### config.mk
export PLATFORM = sky130hd
export DESIGN_NAME = brx_front
export DESIGN_NICKNAME = d
export VERILOG_FILES = /design/src/brx_pkg.sv /design/src/brx_front.sv
export SDC_FILE = /design/constraint.sdc
export NUM_CORES = 1
export LEC_CHECK = 0
export ABC_AREA = 0
export BUFFER_PORTS_ARGS = -buffer_cell sky130_fd_sc_hd__clkbuf_2
export CAP_MARGIN = 30
export CORE_UTILIZATION = 46
export CTS_BUF_LIST = sky130_fd_sc_hd__clkbuf_16
export DETAILED_ROUTE_END_ITERATION = 10
export HOLD_SLACK_MARGIN = 0.05
export PLACE_DENSITY = 0.7
export SLEW_MARGIN = 10
export SYNTH_ARGS = -nofsm -noshare
export SYNTH_HDL_FRONTEND = slang
export SYNTH_SLANG_ARGS = --single-unit
### constraint.sdc
create_clock -name clk -period 1.9 [get_ports clk]
set_clock_uncertainty 0.2 [all_clocks]
set_input_delay 0.38 -clock clk [delete_from_list [all_inputs] [get_ports clk]]
set_output_delay 0.38 -clock clk [all_outputs]
set_load 0.1 [all_outputs]
### src/brx_pkg.sv
// Shared types and constants for the bit reader with Exp-Golomb decoding.
// No dependencies.
package brx_pkg;

  localparam int BUF_BYTES = 2048;
  localparam int ADDR_W = $clog2(BUF_BYTES);
  localparam int IDX_W = $clog2(BUF_BYTES + 1);
  localparam int MAX_READ_BITS = 24;
  localparam int MAX_BYTE_BITS = 512;

  typedef enum logic [2:0] {
    MODE_START = 3'd0,
    MODE_LOAD  = 3'd1,
    MODE_BITS  = 3'd2,
    MODE_EXPG  = 3'd3,
    MODE_BYTES = 3'd4
  } mode_t;

  typedef enum logic [2:0] {
    OP_START,
    OP_LOAD,
    OP_BITS,
    OP_EXPG,
    OP_BYTES,
    OP_NONE
  } op_t;

  typedef enum logic [1:0] {
    ST_OK   = 2'd0,
    ST_SIZE = 2'd1,
    ST_END  = 2'd2
  } status_t;

  typedef struct packed {
    op_t         op;
    logic [11:0] length;
    logic [7:0]  data_byte;
    logic [9:0]  bit_count;
  } request_t;

endpackage

### src/brx_front.sv
// Front end: takes requests, classifies the mode and queues them for the back end.
// Depends on brx_pkg.
module brx_front (
  input  logic              clk,
  input  logic              rst,
  input  logic              in_valid,
  output logic              in_ready,
  input  logic [2:0]        mode,
  input  logic [11:0]       length,
  input  logic [7:0]        data_byte,
  input  logic [9:0]        bit_count,
  output logic              req_valid,
  output brx_pkg::request_t req,
  input  logic              req_take
);

  brx_pkg::request_t q [2];
  logic       wr_ptr;
  logic       rd_ptr;
  logic [1:0] fill;
  brx_pkg::request_t incoming;
  logic push;
  logic pop;

  always_comb begin
    incoming.length = length;
    incoming.data_byte = data_byte;
    incoming.bit_count = bit_count;
    case (mode)
      brx_pkg::MODE_START: incoming.op = brx_pkg::OP_START;
      brx_pkg::MODE_LOAD:  incoming.op = brx_pkg::OP_LOAD;
      brx_pkg::MODE_BITS:  incoming.op = brx_pkg::OP_BITS;
      brx_pkg::MODE_EXPG:  incoming.op = brx_pkg::OP_EXPG;
      brx_pkg::MODE_BYTES: incoming.op = brx_pkg::OP_BYTES;
      default:             incoming.op = brx_pkg::OP_NONE;
    endcase
  end

  assign in_ready = (fill != 2'd2);
  assign push = in_valid && in_ready;
  assign req_valid = (fill != 2'd0);
  assign pop = req_valid && req_take;
  assign req = q[rd_ptr];

  always_ff @(posedge clk) begin
    if (push) begin
      q[wr_ptr] <= incoming;
    end
  end

  always_ff @(posedge clk) begin
    if (rst) begin
      wr_ptr <= 1'b0;
      rd_ptr <= 1'b0;
      fill <= 2'd0;
    end else begin
      if (push) wr_ptr <= ~wr_ptr;
      if (pop) rd_ptr <= ~rd_ptr;
      case ({push, pop})
        2'b10:   fill <= fill + 2'd1;
        2'b01:   fill <= fill - 2'd1;
        default: fill <= fill;
      endcase
    end
  end

endmodule

==> metrics.cfg <==
[global_routing]
overflow=0
track_usage=0.1675
grt_pass1_vias=1533
antenna_found_initial=0
grt_pass1_wl_um=7452
grt_max_degree=22

[clock_tree]
clk_latency_ns=0.31
numClockSinks=71
clk_root_buffer_cell=clkbuf_16
cts_setup_buffers=0
cts_tree=done
numCtsBuffers=9
clkTransAtPathRegs_ns=0.05
cts.path.max_buffers=2
htreeDepth=3

[sta]
fmax_ghz=0.5030
fin_tns_setup_ns=-2.540
slew_headroom=0.8002
setup_viol=33
period_share=1.046
fin_ws_ns=-0.08797
fin_crit_ns=1.988
worst_pin_slew_ns=0.3014
grt_setup_unrepaired=yes
drv_slew=0
fin_hold_ws_ns=0.06058
finalHoldViolations=0

[setup_path]
criticalPathCategory=flop to output port
cp.required_ns=1.32
worst_setup_path_end_kind=output port
crit_arrival_ns=1.41
startpoint_type=flop
crit_fanout=21

[drt]
drc=0
drt-initial-drc-count=65
finalWirelength_um=4800
wire_per_inst_um=16.38
dr.pass1.iters=6
num_vias=1448
avgViaCountPerCell=4.942
final_antenna_net_count=0

[run_status]
outcome=complete, but fails checks
violations=setup timing

[floorplanning]
die_x_um=77.38
dieArea_sq_um=5988
coreArea_sq_um=5507
initial_core_util=0.4747
row_count=27
die_y_um=77.38
io_pins=72

[synth]
synthCells=130
ys_seq_elements=71
synth_fa_ha_area_frac=0.004787
synthDistinctLibCells=22
avgSynthCellArea_sq_um=20.11
yosysWarnings=0
syn_area_sq_um=2614
synth_compound_area_frac=0.01532
synth_xor_xnor_area_share=0.01005
syn_nets=168
yosysSeqAreaShare=0.7966
yosys.area_share.simple=0.02058
muxShareOfSynthArea=0.1422
synth_top_family_by_area=multiplexers

[cells_and_area]
layout_commonest_cell=edfxtp_1
multi_input_area_sq_um=516.7
fin_area_sq_um=3938
fin_nets=254
layout-drive-gt1-share=0.5928
antenna_cells=0
area_delta_synth_final_pct=50.65
num-fill-cells=346
seq_area_sq_um=2087
final_cell_mix=66 x edfxtp_1, 36 x clkbuf_2, 34 x buf_12, 32 x mux2_2, 9 x clkbuf_16

[placement]
dpl_cell_area_sq_um=3605
dp_hpwl_um=3392
portBuffers=71
gp_congestion=0.7685

[worst_hold_path]
hold_path_class=input port to flop

[flow_run]
drv_cap=0

[logic make-up after synthesis]
logic type / Yosys count
muxes: 33
adders and majority gates: 1
and+or+nand+nor: 10
xor gates and xnor gates: 3
AOI/OAI and AO/OA: 6
buffers and inverters: 6
DFF: 71
[stage by stage]
| step | setup slack (ns) | utilization | std cells |
|---|---|---|---|
| after floorplan | -0.01893 | - | 130 |
| after global placement | 0.1899 | 0.6546 | 274 |
| after detailed placement | 0.1438 | 0.6546 | 274 |
| after CTS | -0.09539 | 0.7114 | 291 |
| after global routing | -0.1319 | 0.7151 | 293 |
| final | -0.08797 | 0.7151 | 293 |
[per-layer routing]
metal	wire length, um	global-route usage
met3	140	0.02471
met2	2703	0.3106
met5	0	0
met4	73	0.08113
met1	1882	0.1866
[path summary, 6_finish.rpt]
check	start	end	slack (ns)	depth (start not counted)
hold reg to reg	rd_ptr$_SDFFE_PP0P_	rd_ptr$_SDFFE_PP0P_	0.33	2
setup / recovery	flop	req[22]	-0.09	3
setup reg to reg	fill[0]$_SDFFE_PP0P_	fill[1]$_SDFFE_PP0P_	0.19	5
hold / removal	length[10]	q[0][28]$_DFFE_PP_	0.06	1
[cell type report]
class	count	share of cell area
Clock inverter	7	0.01621
Multi-Input combinational cell	53	0.1312
Tap cell	72	0.02288
Clock buffer	9	0.05720
Timing Repair Buffer	80	0.2405
Inverter	1	0.001907
Sequential cell	71	0.5300
[registers in the layout (all words and copies together), names as in the netlist, named ones only]
register / cells
q: 66
fill: 2
rd_ptr: 1
wr_ptr: 1
[timing repair]
item / in CTS / in global routing
endpoints found under the setup margin: 34 / 33
hold endpoints to repair: 2 / 4
gates resized for setup: 5 / 0
hold buffers: 1 / 2
[Yosys cell counts, drive strengths merged]
master | instances | area, sq um
ha | 1 | 12.51
inv | 1 | 3.750
a21oi | 2 | 10.01
o21ai | 1 | 5.000
nand3b | 1 | 7.510
o21a | 1 | 7.510
nand2 | 1 | 3.750
mux2 | 33 | 371.6
clkbuf | 1 | 3.750
nor2 | 3 | 11.26
and3 | 1 | 6.260
buf | 4 | 20.02
nand2b | 1 | 6.260
xnor2 | 2 | 17.52
or2 | 1 | 6.260
nor2b | 1 | 6.260
edfxtp | 66 | 1982
a21bo | 1 | 10.01
dfxtp | 5 | 100.1
a21o | 1 | 7.510
or3 | 1 | 6.260
xor2 | 1 | 8.760
[worst max-delay path, stage by stage (launching register included)]
cell and delay, ns:
dfxtp_4 0.36, buf_12 0.17, mux2_2 0.38, buf_12 0.17
Power is left out: the tool's default activity adds up to more than one toggle a clock period on the data nets, which glitch-free logic cannot reach.
